### src/rtl/integer_to_radix_text_core_assert.svh
// ----------------------------------------------------------------------------
// integer_to_radix_text_core assertion macros
// Concurrent check macros for the radix text core; empty under synthesis.
// ----------------------------------------------------------------------------
`ifndef INTEGER_TO_RADIX_TEXT_CORE_ASSERT_SVH
`define INTEGER_TO_RADIX_TEXT_CORE_ASSERT_SVH
`ifndef SYNTHESIS
`define ITRT_ASSERT_IMP(name, clk, rst, ante, cons) \
  name: assert property (@(posedge clk) disable iff (rst) (ante) |-> (cons)) \
    else $error("same-cycle check failed");
`define ITRT_ASSERT_NXT(name, clk, rst, ante, cons) \
  name: assert property (@(posedge clk) disable iff (rst) (ante) |=> (cons)) \
    else $error("next-cycle check failed");
`else
`define ITRT_ASSERT_IMP(name, clk, rst, ante, cons)
`define ITRT_ASSERT_NXT(name, clk, rst, ante, cons)
`endif
`endif

### src/rtl/itrt_pkg.sv
// ----------------------------------------------------------------------------
// itrt_pkg
// Shared widths, register indexes and character helpers for the radix text core.
// ----------------------------------------------------------------------------
`timescale 1ns / 1ps
`default_nettype none
package itrt_pkg;

  localparam int VALUE_W        = 32;  // input word field
  localparam int RADIX_W        = 5;
  localparam int DIGIT_W        = 4;
  localparam int CHAR_W         = 7;
  localparam int LEN_W          = 6;
  localparam int OUT_DATA_W     = 16;  // char + length, padded to bytes
  localparam int STORE_DEPTH    = 32;
  localparam int STORE_AW       = 5;
  localparam int CFG_IDX_W      = 1;
  localparam int DATA_WIDTH_DEF = 32;
  localparam int DIV_STEP_BITS  = 8;   // quotient bits resolved per divider cycle

  localparam logic [CFG_IDX_W-1:0] REG_RADIX = 1'd0;
  localparam logic [CFG_IDX_W-1:0] REG_UPPER = 1'd1;

  localparam logic [RADIX_W-1:0] RADIX_RESET = 5'd10;
  localparam logic [RADIX_W-1:0] RADIX_MIN   = 5'd2;
  localparam logic [RADIX_W-1:0] RADIX_MAX   = 5'd16;

  localparam logic [CHAR_W-1:0] CHAR_ZERO  = 7'h30;
  localparam logic [CHAR_W-1:0] CHAR_LOWER = 7'h61;
  localparam logic [CHAR_W-1:0] CHAR_UPPER = 7'h41;
  localparam logic [CHAR_W-1:0] CHAR_MINUS = 7'h2d;

  function automatic logic [RADIX_W-1:0] eff_radix(input logic [RADIX_W-1:0] r);
    logic [RADIX_W-1:0] res;
    if (r < RADIX_MIN) begin
      res = RADIX_MIN;
    end else if (r > RADIX_MAX) begin
      res = RADIX_MAX;
    end else begin
      res = r;
    end
    return res;
  endfunction

  function automatic logic [CHAR_W-1:0] digit_char(input logic [DIGIT_W-1:0] d,
                                                   input logic upper);
    logic [CHAR_W-1:0] res;
    if (d < 4'd10) begin
      res = CHAR_ZERO + CHAR_W'(d);
    end else if (upper) begin
      res = CHAR_UPPER + CHAR_W'(d - 4'd10);
    end else begin
      res = CHAR_LOWER + CHAR_W'(d - 4'd10);
    end
    return res;
  endfunction

endpackage
`default_nettype wire

### src/rtl/itrt_ram.sv
// ----------------------------------------------------------------------------
// itrt_ram
// Generic single-write, single-read RAM with registered read data.
// ----------------------------------------------------------------------------
`timescale 1ns / 1ps
`default_nettype none
module itrt_ram #(
  parameter int WIDTH = 4,
  parameter int DEPTH = 32,
  parameter int AW    = $clog2(DEPTH)
) (
  input  wire logic             clk,
  input  wire logic             wr_en,
  input  wire logic [AW-1:0]    wr_addr,
  input  wire logic [WIDTH-1:0] wr_data,
  input  wire logic [AW-1:0]    rd_addr,
  output logic      [WIDTH-1:0] rd_data
);

  logic [WIDTH-1:0] mem [DEPTH];

  always_ff @(posedge clk) begin
    if (wr_en) begin
      mem[wr_addr] <= wr_data;
    end
    rd_data <= mem[rd_addr];
  end

endmodule
`default_nettype wire

### src/rtl/itrt_div.sv
// ----------------------------------------------------------------------------
// itrt_div
// Iterative divider by a small radix: DIV_STEP_BITS restoring steps per cycle.
// ----------------------------------------------------------------------------
`timescale 1ns / 1ps
`default_nettype none
module itrt_div
  import itrt_pkg::*;
#(
  parameter int MAG_W = 32
) (
  input  wire logic               clk,
  input  wire logic               rst,
  input  wire logic               start,
  input  wire logic [MAG_W-1:0]   dividend,
  input  wire logic [RADIX_W-1:0] divisor,
  output logic                    busy,
  output logic                    done,
  output logic      [MAG_W-1:0]   quotient,
  output logic      [DIGIT_W-1:0] remainder
);

  localparam int STEPS = MAG_W / DIV_STEP_BITS;
  localparam int CNT_W = $clog2(STEPS + 1);

  logic [MAG_W-1:0]   work;
  logic [DIGIT_W-1:0] rem;
  logic [CNT_W-1:0]   cnt;
  logic [MAG_W-1:0]   work_next;
  logic [DIGIT_W-1:0] rem_next;

  // dividend bits leave at the top, quotient bits enter at the bottom
  always_comb begin
    logic [RADIX_W-1:0] partial;
    logic               qbit;
    work_next = work;
    rem_next  = rem;
    for (int i = 0; i < DIV_STEP_BITS; i++) begin
      partial   = {rem_next, work_next[MAG_W-1]};
      qbit      = (partial >= divisor);
      rem_next  = qbit ? DIGIT_W'(partial - divisor) : partial[DIGIT_W-1:0];
      work_next = {work_next[MAG_W-2:0], qbit};
    end
  end

  always_ff @(posedge clk) begin
    if (rst) begin
      busy <= 1'b0;
      done <= 1'b0;
      cnt  <= '0;
    end else begin
      done <= busy && (cnt == CNT_W'(1));
      if (start) begin
        busy <= 1'b1;
        cnt  <= CNT_W'(STEPS);
      end else if (busy) begin
        busy <= (cnt != CNT_W'(1));
        cnt  <= cnt - CNT_W'(1);
      end
    end
  end

  always_ff @(posedge clk) begin
    if (start) begin
      work <= dividend;
      rem  <= '0;
    end else if (busy) begin
      work <= work_next;
      rem  <= rem_next;
    end
  end

  assign quotient  = work;
  assign remainder = rem;

endmodule
`default_nettype wire

### src/rtl/integer_to_radix_text_core.sv
// ----------------------------------------------------------------------------
// integer_to_radix_text_core
// Converts an integer word to ASCII text in a configurable radix, MSD first.
// ----------------------------------------------------------------------------
// Each digit costs one pass of the shared divider.
// s_tready stays low from the request until the last character is loaded,
// and stays low longer while m_tready holds the output.
// Reset (synchronous, rst high): sequencer idle, no output, radix 10, lower case.
`timescale 1ns / 1ps
`default_nettype none
`include "integer_to_radix_text_core_assert.svh"
module integer_to_radix_text_core
  import itrt_pkg::*;
#(
  parameter int DATA_WIDTH = DATA_WIDTH_DEF
) (
  input  wire logic                  clk,
  input  wire logic                  rst,
  // request channel
  input  wire logic                  s_tvalid,
  output logic                       s_tready,
  input  wire logic [VALUE_W-1:0]    s_tdata,   // [31:0] value_bits
  input  wire logic                  s_tuser,   // [0] is_signed
  // text channel
  output logic                       m_tvalid,
  input  wire logic                  m_tready,
  output logic      [OUT_DATA_W-1:0] m_tdata,   // [6:0] text_char, [12:7] text_length
  output logic                       m_tlast,   // last
  // register writes
  input  wire logic                  cfg_valid,
  output logic                       cfg_ready,
  input  wire logic [CFG_IDX_W-1:0]  cfg_index,
  input  wire logic [RADIX_W-1:0]    cfg_data
);

  localparam int MAG_W = ((DATA_WIDTH + DIV_STEP_BITS - 1) / DIV_STEP_BITS) * DIV_STEP_BITS;
  localparam int EXT_W = (DATA_WIDTH > VALUE_W) ? DATA_WIDTH : VALUE_W;

  localparam logic [1:0] S_IDLE  = 2'd0;
  localparam logic [1:0] S_DIV   = 2'd1;
  localparam logic [1:0] S_SIGN  = 2'd2;
  localparam logic [1:0] S_DIGIT = 2'd3;

  logic [1:0]         state, state_next;
  logic [RADIX_W-1:0] radix;
  logic               letter_upper;
  logic               neg, neg_next;
  logic [LEN_W-1:0]   count, count_next;
  logic [LEN_W-1:0]   total, total_next;

  logic [CHAR_W-1:0]  out_char, char_next;
  logic [LEN_W-1:0]   out_len;
  logic               out_last_next;
  logic               out_load;
  logic               out_free;

  logic [EXT_W-1:0]      value_ext;
  logic [DATA_WIDTH-1:0] word;
  logic [DATA_WIDTH-1:0] mag_in;
  logic                  neg_in;
  logic                  accept;

  logic               div_start, div_busy, div_done;
  logic [MAG_W-1:0]   div_dividend, div_quot;
  logic [DIGIT_W-1:0] div_rem;
  logic [RADIX_W-1:0] base;

  logic                store_wr;
  logic [STORE_AW-1:0] store_rd_addr;
  logic [DIGIT_W-1:0]  store_rd_data;

  assign cfg_ready = 1'b1;
  assign s_tready  = (state == S_IDLE);
  assign accept    = s_tvalid && s_tready;
  assign out_free  = !m_tvalid || m_tready;
  assign base      = eff_radix(radix);

  // only the low DATA_WIDTH bits of the word count
  assign value_ext = EXT_W'(s_tdata);
  assign word      = value_ext[DATA_WIDTH-1:0];
  assign neg_in    = s_tuser && word[DATA_WIDTH-1];
  assign mag_in    = neg_in ? (DATA_WIDTH'(0) - word) : word;

  assign div_start    = accept || (div_done && (div_quot != '0));
  assign div_dividend = accept ? MAG_W'(mag_in) : div_quot;

  itrt_div #(
    .MAG_W (MAG_W)
  ) u_div (
    .clk       (clk),
    .rst       (rst),
    .start     (div_start),
    .dividend  (div_dividend),
    .divisor   (base),
    .busy      (div_busy),
    .done      (div_done),
    .quotient  (div_quot),
    .remainder (div_rem)
  );

  assign store_wr      = (state == S_DIV) && div_done && (count < LEN_W'(STORE_DEPTH));
  // read address tracks the updated count so data is ready in the following cycle
  assign store_rd_addr = STORE_AW'(count_next - LEN_W'(1));

  itrt_ram #(
    .WIDTH (DIGIT_W),
    .DEPTH (STORE_DEPTH)
  ) u_store (
    .clk     (clk),
    .wr_en   (store_wr),
    .wr_addr (count[STORE_AW-1:0]),
    .wr_data (div_rem),
    .rd_addr (store_rd_addr),
    .rd_data (store_rd_data)
  );

  always_comb begin
    state_next    = state;
    neg_next      = neg;
    count_next    = count;
    total_next    = total;
    out_load      = 1'b0;
    char_next     = CHAR_MINUS;
    out_last_next = 1'b0;
    case (state)
      S_IDLE: begin
        if (accept) begin
          neg_next   = neg_in;
          count_next = '0;
          state_next = S_DIV;
        end
      end
      S_DIV: begin
        if (div_done) begin
          if (store_wr) begin
            count_next = count + LEN_W'(1);
          end
          if (div_quot == '0) begin
            total_next = count_next + LEN_W'(neg);
            state_next = S_SIGN;
          end
        end
      end
      S_SIGN: begin
        if (!neg) begin
          state_next = S_DIGIT;
        end else if (out_free) begin
          out_load      = 1'b1;
          char_next     = CHAR_MINUS;
          out_last_next = (total == LEN_W'(1));
          state_next    = S_DIGIT;
        end
      end
      S_DIGIT: begin
        if (out_free) begin
          out_load      = 1'b1;
          char_next     = digit_char(store_rd_data, letter_upper);
          out_last_next = (count == LEN_W'(1));
          count_next    = count - LEN_W'(1);
          if (count == LEN_W'(1)) begin
            state_next = S_IDLE;
          end
        end
      end
      default: begin
        state_next = S_IDLE;
      end
    endcase
  end

  always_ff @(posedge clk) begin
    if (rst) begin
      state        <= S_IDLE;
      neg          <= 1'b0;
      count        <= '0;
      total        <= '0;
      m_tvalid     <= 1'b0;
      radix        <= RADIX_RESET;
      letter_upper <= 1'b0;
    end else begin
      state <= state_next;
      neg   <= neg_next;
      count <= count_next;
      total <= total_next;
      if (out_load) begin
        m_tvalid <= 1'b1;
      end else if (m_tready) begin
        m_tvalid <= 1'b0;
      end
      if (cfg_valid && cfg_ready) begin
        case (cfg_index)
          REG_RADIX: radix        <= cfg_data;
          REG_UPPER: letter_upper <= cfg_data[0];
          default: begin
          end
        endcase
      end
    end
  end

  always_ff @(posedge clk) begin
    if (out_load) begin
      out_char <= char_next;
      out_len  <= total;
      m_tlast  <= out_last_next;
    end
  end

  assign m_tdata = {(OUT_DATA_W - LEN_W - CHAR_W)'(0), out_len, out_char};

  `ITRT_ASSERT_NXT(a_accept_starts_div, clk, rst, accept, div_busy && (state == S_DIV))
  `ITRT_ASSERT_IMP(a_rem_below_base, clk, rst, div_done, div_rem < base)
  `ITRT_ASSERT_IMP(a_digit_count_ok, clk, rst, state == S_DIGIT,
                   (count != '0) && (count <= LEN_W'(STORE_DEPTH)))
  `ITRT_ASSERT_NXT(a_last_ends_item, clk, rst, out_load && out_last_next,
                   state == S_IDLE)

endmodule
`default_nettype wire
### config.mk
export PLATFORM = sky130hd
export DESIGN_NAME = integer_to_radix_text_core
export DESIGN_NICKNAME = d
export VERILOG_FILES = /design/src/rtl/itrt_pkg.sv /design/src/rtl/itrt_ram.sv /design/src/rtl/itrt_div.sv /design/src/rtl/integer_to_radix_text_core.sv
export VERILOG_INCLUDE_DIRS = /design/src /design/src/rtl
export SDC_FILE = /design/constraint.sdc
export NUM_CORES = 1
export LEC_CHECK = 0
export BUFFER_PORTS_ARGS = -buffer_cell sky130_fd_sc_hd__buf_2
export CORE_MARGIN = 1
export CORE_UTILIZATION = 23
export DETAILED_ROUTE_END_ITERATION = 8
export PLACE_DENSITY_LB_ADDON = 0.08
export REMOVE_ABC_BUFFERS = 1
export SLEW_MARGIN = 10
export SYNTH_ARGS = -nofsm -noshare
export SYNTH_HDL_FRONTEND = slang
export SYNTH_SLANG_ARGS = --single-unit
### constraint.sdc
create_clock -name clk -period 14.6 [get_ports clk]
set_clock_uncertainty 0.1 [all_clocks]
set_input_delay 0 -clock clk [delete_from_list [all_inputs] [get_ports clk]]
set_output_delay 0 -clock clk [all_outputs]
set_load 0.005 [all_outputs]
# --- After elaboration in Yosys (flattened, before gate mapping) ---
# Memories as Yosys holds them, arrays and structs flattened. A register that Yosys moved wholly into a read port is not among the register bits.
# Index checks and enable logic that the tools add are counted.
classes:
  add_sub_neg: 18
  order_cmp: 12
  n_eq_ne: 14
  n_mux: 46
  bitwise: 1
  n_reduce_logical: 22
op_table:
  columns: ["cell", "count"]
  rows:
  - ["32-bit 2-to-1 mux", 4]
  - ["5-bit >= comparator", 8]
  - ["6-bit 2-to-1 mux", 6]
  - ["32-bit logical NOT", 1]
  - ["4-bit 2-to-1 mux", 8]
  - ["32-bit nonzero test", 1]
  - ["1-bit by 32-bit subtractor with 32-bit output, first input constant", 1]
  - ["4-bit subtractor", 8]
  - ["6-bit one-hot mux with 3 select lines", 1]
  - ["2-bit 2-to-1 mux", 7]
  - ["7-bit 2-to-1 mux", 2]
  - ["6-bit by 1-bit equality test with 1-bit output, second input constant", 2]
  - ["1-bit 2-to-1 mux", 11]
  - ["5-bit 2-to-1 mux", 2]
  - ["2-bit AND reduction", 5]
  - ["2-bit one-hot mux with 4 select lines", 1]
  - ["6-bit by 4-bit adder with 7-bit output, first input constant", 1]
  - ["6-bit by 5-bit adder with 7-bit output, first input constant", 1]
  - ["7-bit adder, first input constant", 1]
  - ["6-bit by 1-bit adder with 6-bit output", 1]
  - ["6-bit by 1-bit adder with 6-bit output, second input constant", 1]
  - ["1-bit logical AND", 6]
  - ["6-bit less-than comparator, second input constant", 1]
  - ["3-bit 2-to-1 mux", 2]
  - ["other kinds (23)", 31]
word_totals:
  reg_bits: 77
  mem_bits_rw: 128
  inputBits: 44
  out_inout_bits: 20
  word_cells: 130
  memories: 1
memory_table:
  columns: ["memory", "words", "width", "read_ports", "rd_ports_with_merged_regs", "wr", "line_no", "text"]
  rows:
  - ["u_store.mem", 32, 4, 1, 1, 1, "itrt_ram.sv:20", "logic [WIDTH-1:0] mem [DEPTH];"]

# --- Depth between registers and ports, before layout ---
depth:
  word_depth: 20
  depth_mapped: 59
  mapped_depth_nobuf: 57

# --- By module ---
# From an unflattened synthesis, not the netlist that was laid out.
hier_totals:
  cells_unflattened: 1010
  area_unflattened_um2: 11933.9
by_module_without_submodules:
  columns: ["mod", "instances", "cells_each", "area_each_um2", "seq_area_each_um2"]
  rows:
  - ["itrt_ram", 1, 231, 5138.7, 3923.8]
  - ["itrt_div", 1, 350, 3550.9, 1141.1]
  - ["integer_to_radix_text_core", 1, 429, 3244.4, 860.8]

# --- Worst setup path after synthesis ---
# No wires, ideal clock.
synth_timing:
  kind: "reg-to-reg"
  start: "register radix[2]"
  end: "register u_div.rem[2], in the netlist u_div.remainder[2]"
  setup_time_ps: 116
  arrival_time_ps: 12455
  required_time_ps: 14384
  path_slack_ps: 1929
  path_stages_with_launch: 56
  n_path_buf: 2
  period_less_slack_ps: 12671
  cell_sequence: "dfxtp_1 > nor2_1 > o21ai_0 > ha_1 > a21o_1 > a21o_1 > a21o_1 > a21o_1 > mux2i_1 > ha_1 > a21o_1 > a21o_1 > a21o_1 > a21oi_1 > mux2i_1 > ha_1 > a21o_1 > a21o_1 > [20 not listed] > a21o_1 > a21oi_1 > mux2_2 > inv_1 > ha_1 > a21o_1 > a21o_1 > a21o_1 > a21oi_1 > mux2i_1 > ha_1 > a21o_1 > a21o_1 > a21o_1 > a21oi_1 > and3_1 > a221oi_1 > a31o_2"
synth_via:
  elab_chain_cells: 19
  word_cells_on_any_way: 28
  cone_classes: "add/sub (8); order compare (10); mux (10)"
synth_lines:
  columns: ["element", "line_no", "text"]
  rows:
  - ["start, declared", "integer_to_radix_text_core.sv:45", "logic [RADIX_W-1:0] radix;"]
  - ["start signal, assigned", "integer_to_radix_text_core.sv:192", "REG_RADIX: radix <= cfg_data;"]
  - ["5-bit > comparator", "itrt_pkg.sv:37", "end else if (r > RADIX_MAX) begin"]
  - ["5-bit 2-to-1 mux", "itrt_pkg.sv:37", null]
  - ["5-bit 2-to-1 mux *", "itrt_pkg.sv:35", "if (r < RADIX_MIN) begin"]
  - ["4-bit subtractor / 5-bit >= comparator (equally long branches)", "itrt_div.sv:41, itrt_div.sv:40", null]
  - ["4-bit 2-to-1 mux", "itrt_div.sv:41", "rem_next = qbit ? DIGIT_W'(partial - divisor) : partial[DIGIT_W-1:0];"]
  - ["4-bit subtractor / 5-bit >= comparator (equally long branches)", "itrt_div.sv:41, itrt_div.sv:40", null]
  - ["4-bit 2-to-1 mux", "itrt_div.sv:41", null]
  - ["4-bit subtractor / 5-bit >= comparator (equally long branches)", "itrt_div.sv:41, itrt_div.sv:40", null]
  - ["[3 not listed]", null, null]
  - ["5-bit >= comparator / 4-bit subtractor (equally long branches)", "itrt_div.sv:40, itrt_div.sv:41", null]
  - ["4-bit 2-to-1 mux", "itrt_div.sv:41", null]
  - ["4-bit subtractor / 5-bit >= comparator (equally long branches)", "itrt_div.sv:41, itrt_div.sv:40", null]
  - ["4-bit 2-to-1 mux", "itrt_div.sv:41", null]
  - ["5-bit >= comparator / 4-bit subtractor (equally long branches)", "itrt_div.sv:40, itrt_div.sv:41", null]
  - ["4-bit 2-to-1 mux", "itrt_div.sv:41", null]
  - ["4-bit subtractor / 5-bit >= comparator (equally long branches)", "itrt_div.sv:41, itrt_div.sv:40", null]
  - ["4-bit 2-to-1 mux *", "itrt_div.sv:41", null]
  - ["end signal, assigned", "itrt_div.sv:69", "rem <= rem_next;"]
  - ["end, declared", "itrt_div.sv:27", "logic [DIGIT_W-1:0] rem;"]
# Mark *: on every way between the ends. The rest lies on a longest branch, timed or not.
# A chain may end at the register's enable or synchronous reset.

# --- Worst setup path in the final report ---
# Ends and elaborated chain as after synthesis.

==> flow_summary_export.csv <==
group,metric,value,unit
clock_network,cts_tree,"built",
cells_and_area,diodes,0,
cells_and_area,nFillCells,5158,
worst_setup_path,cpMaxStageDelayCell,"o311a_1",
grt,antenna_found_initial,0,
clock_network,cts_resized,0,
routing,wl_per_cell,17.9,um
routing,drtIter0Drc,358,
worst_setup_path,rrSetupSlack,1.14,ns
sta,hold_slack,0.0273,ns
synthesis,avgSynthCellArea,12.3,um^2
clock_network,cts_sinks,209,
synthesis,synthTopCellsByArea,"edfxtp_1 (46%), ha_1 (6.5%), dfxtp_1 (6.2%)",
sta,timing_hold_violations_final,0,
worst_setup_path,path_class,"flip-flop to flip-flop",
synthesis,ys_types,63,
clock_network,cts_buffers,26,
worst_setup_path,crit_top_cell,"a21o_1",
cells_and_area,finalNonFillerCells,1733,
synthesis,yosys_warnings,0,
clock_network,clkLatencyLatePin,0.55,ns
die,initial_utilization,23.3,%
sta,fin_ws,1.14,ns
sta,worst_slew_pin_slew,0.979,ns
grt,grtUsageTotal,12.4,%
grt,grt_pass1_vias,7739,
die,die_h,224,um
sta,max_freq,0.0743,GHz
min_path,worst_hold_path.endpoint,"u_div.quotient[6]$_DFFE_PP_",
synthesis,synth_ff_type,"edfxtp_1",
worst_setup_path,cp.arrival,13.80,ns
routing,vias,7528,
clock_network,cts_max_level,1,
worst_setup_path,r2r_cells,53,
sta,fin_crit_sh,92.2,%
routing,routed_wirelength,31.0,mm
min_path,hp-start,"s_tdata[6]",
synthesis,yosysTopAreaCell,"edfxtp_1",
status,status,"complete, no violations",
run,max_cap_violations,0,
routing,drc,0,
routing,viasPerCell,4.34,
sta,relSlewSlack,34.5,%
placement,dp_slack,1.12,ns
cells_and_area,nets,1160,
grt,grt_max_degree,52,
sta,drv_slew,0,
clock_network,clkTransAtPathRegs,0.06,ns
synthesis,synth-seq-cells,209,
placement,io_buffers,59,
worst_setup_path,crit_path_end_kind,"flip-flop",
worst_setup_path,critPathMaxFanout,11,
synthesis,synth_edf_count,174,
grt,grt_overflow,0,
placement,dp_hpwl,21.3,mm
cells_and_area,drive_gt1_share,15.1,%
clock_network,ctsHoldBuffers,63,
synthesis,synthesis.area,11400,um^2
clock_network,root_buffer,"clkbuf_16",
die,rows,81,
die,core-area,48800,um^2
routing,dr.pass1.iters,4,
cells_and_area,area_growth,22.1,%
clock_network,cts_setup_buffers,0,
worst_setup_path,critPathLaunchType,"flip-flop",
synthesis,synth.top_cell.area_share,45.9,%
min_path,whs_path_depth,4,
routing,detail-route-antenna-nets,0,
synthesis,syn_inst,923,
placement,gp_congestion,0.728,
sta,fin_crit,13.46,ns
clock_network,cts_buffer_depth,3,
min_path,hold_path_class,"input port to flip-flop",
sta,final.setup.tns,0,ns
worst_setup_path,r2r_end,"u_div.remainder[2]$_SDFFE_PN0P_",
worst_setup_path,worstPathRequired,14.94,ns
die,die-area,50400,um^2
synthesis,async_flop_share,0,%
die,pin_count,64,
placement,dp_cells,1622,
worst_setup_path,r2r_start,"radix[2]$_SDFFE_PP0P_",
sta,rsz0062_at_grt,"false",
synthesis,yosysSeqAreaShare,52.0,%
grt,grt_pass1_wl,47.6,mm
die,die_w,224,um
worst_setup_path,crit_path_max_incr_delay,0.51,ns
sta,finalSetupViolations,0,
## through the flow
step / util, % / cell area, um^2
detailed placement: 25.4 / 12400
global route: 28.5 / 13900
global placement: 25.4 / 12400
floorplan: - / 11200
CTS: 28.5 / 13900
finish: 28.5 / 13900
## worst max path at each step
stage                                            endpoint             startpoint  cells past startpoint  slack [ns]
final                     u_div.remainder[2]$_SDFFE_PN0P_  radix[2]$_SDFFE_PP0P_                     53        1.14
after global routing      u_div.remainder[2]$_SDFFE_PN0P_  radix[2]$_SDFFE_PP0P_                     53        0.21
after floorplan           u_div.remainder[2]$_SDFFE_PN0P_  radix[2]$_SDFFE_PP0P_                     53        2.11
after CTS                 u_div.remainder[2]$_SDFFE_PN0P_  radix[1]$_SDFFE_PP1P_                     53        1.08
after detailed placement  u_div.remainder[2]$_SDFFE_PN0P_  radix[1]$_SDFFE_PP1P_                     53        1.12
after global placement    u_div.remainder[2]$_SDFFE_PN0P_  radix[1]$_SDFFE_PP1P_                     53        1.34
## cells in the mapped netlist (4+ instances only)
library cell and number:
edfxtp_1 174, nor2_1 93, a21oi_1 60, ha_1 59
nand2_1 58, inv_1 42, a21o_1 40, o21ai_0 37
dfxtp_1 35, xnor2_1 33, xor2_1 30, mux4_2 24
clkbuf_1 22, nand3_1 22, mux2i_1 20, mux4_1 16
nor3_1 15, nand2b_1 12, nor4_1 12, mux2_2 10
nor2b_1 10, fa_1 8, o31ai_1 7, buf_4 6
a31oi_1 5, and3_1 5, buf_6 5, nand3b_1 4
or3_1 4
## kinds of logic (layout without fill, tap and decap cells)
group           after synthesis  count (layout)  share of synthesized area (%)
simple gates                251             251                           10.2
buf+inv                      82             226                           3.55
other cells                   2               4                         0.0660
xor+xnor                     64              64                           4.99
flops                       209             209                           52.0
mux                          70              70                           11.2
compound gates              178             178                           10.0
fa+ha+maj                    67              67                           7.89
## area by class of cell
| type | count | area, um^2 | area share (%) |
|---|---|---|---|
| clock buffers | 31 | 669 | 4.82 |
| clock inverters | 17 | 210 | 1.51 |
| inverters | 43 | 166 | 1.20 |
| multi-input cells | 634 | 5070 | 36.5 |
| flip-flops and latches | 209 | 5930 | 42.6 |
| well taps | 664 | 831 | 5.98 |
| repair buffers | 135 | 1020 | 7.36 |
## worst max-delay path, delay by kind of cell, from the launching register on
kind            cells  cell delay (ns)
compound gates     35             7.94
fa+ha+maj           8             2.47
mux                 5             1.93
simple gates        2             0.34
flops               1             0.33
buf+inv             3             0.24
## layer usage
layer,share of wire (%),track usage [%],vias to the layer above
li1,-,-,3695
met1,46,16.2,3702
met2,49,21.6,90
met3,2.6,1.78,41
met4,2.0,2.98,0
met5,0,0,-
## sequential cells by signal, indices dropped and copies added (netlist names)
signal and count:
count 6, letter_upper 1, m_tlast 1, m_tvalid 1, neg 1, out_char 7, out_len 6, radix 5
state 2, total 6, u_div.busy 1, u_div.cnt 3, u_div.done 1, u_div.quotient 32, u_div.remainder 4, u_store.mem 128
u_store.rd_data 4
## placed cells by master (no fill, tap or decap), types with 13 or more instances in the layout
cell type and instances:
edfxtp_1 174, nor2_1 93, dlygate4sd3_1 63, a21oi_1 60
buf_2 59, ha_1 58, nand2_1 57, inv_1 42
a21o_1 40, o21ai_0 35, dfxtp_1 35, xnor2_1 33
xor2_1 30, clkbuf_16 26, mux4_2 24, nand3_1 22
mux2i_1 20, mux4_1 16, nor3_1 15, buf_4 13
Power is not shown: default switching activity piles up to over one toggle a cycle in this logic, so the estimate is an artifact.
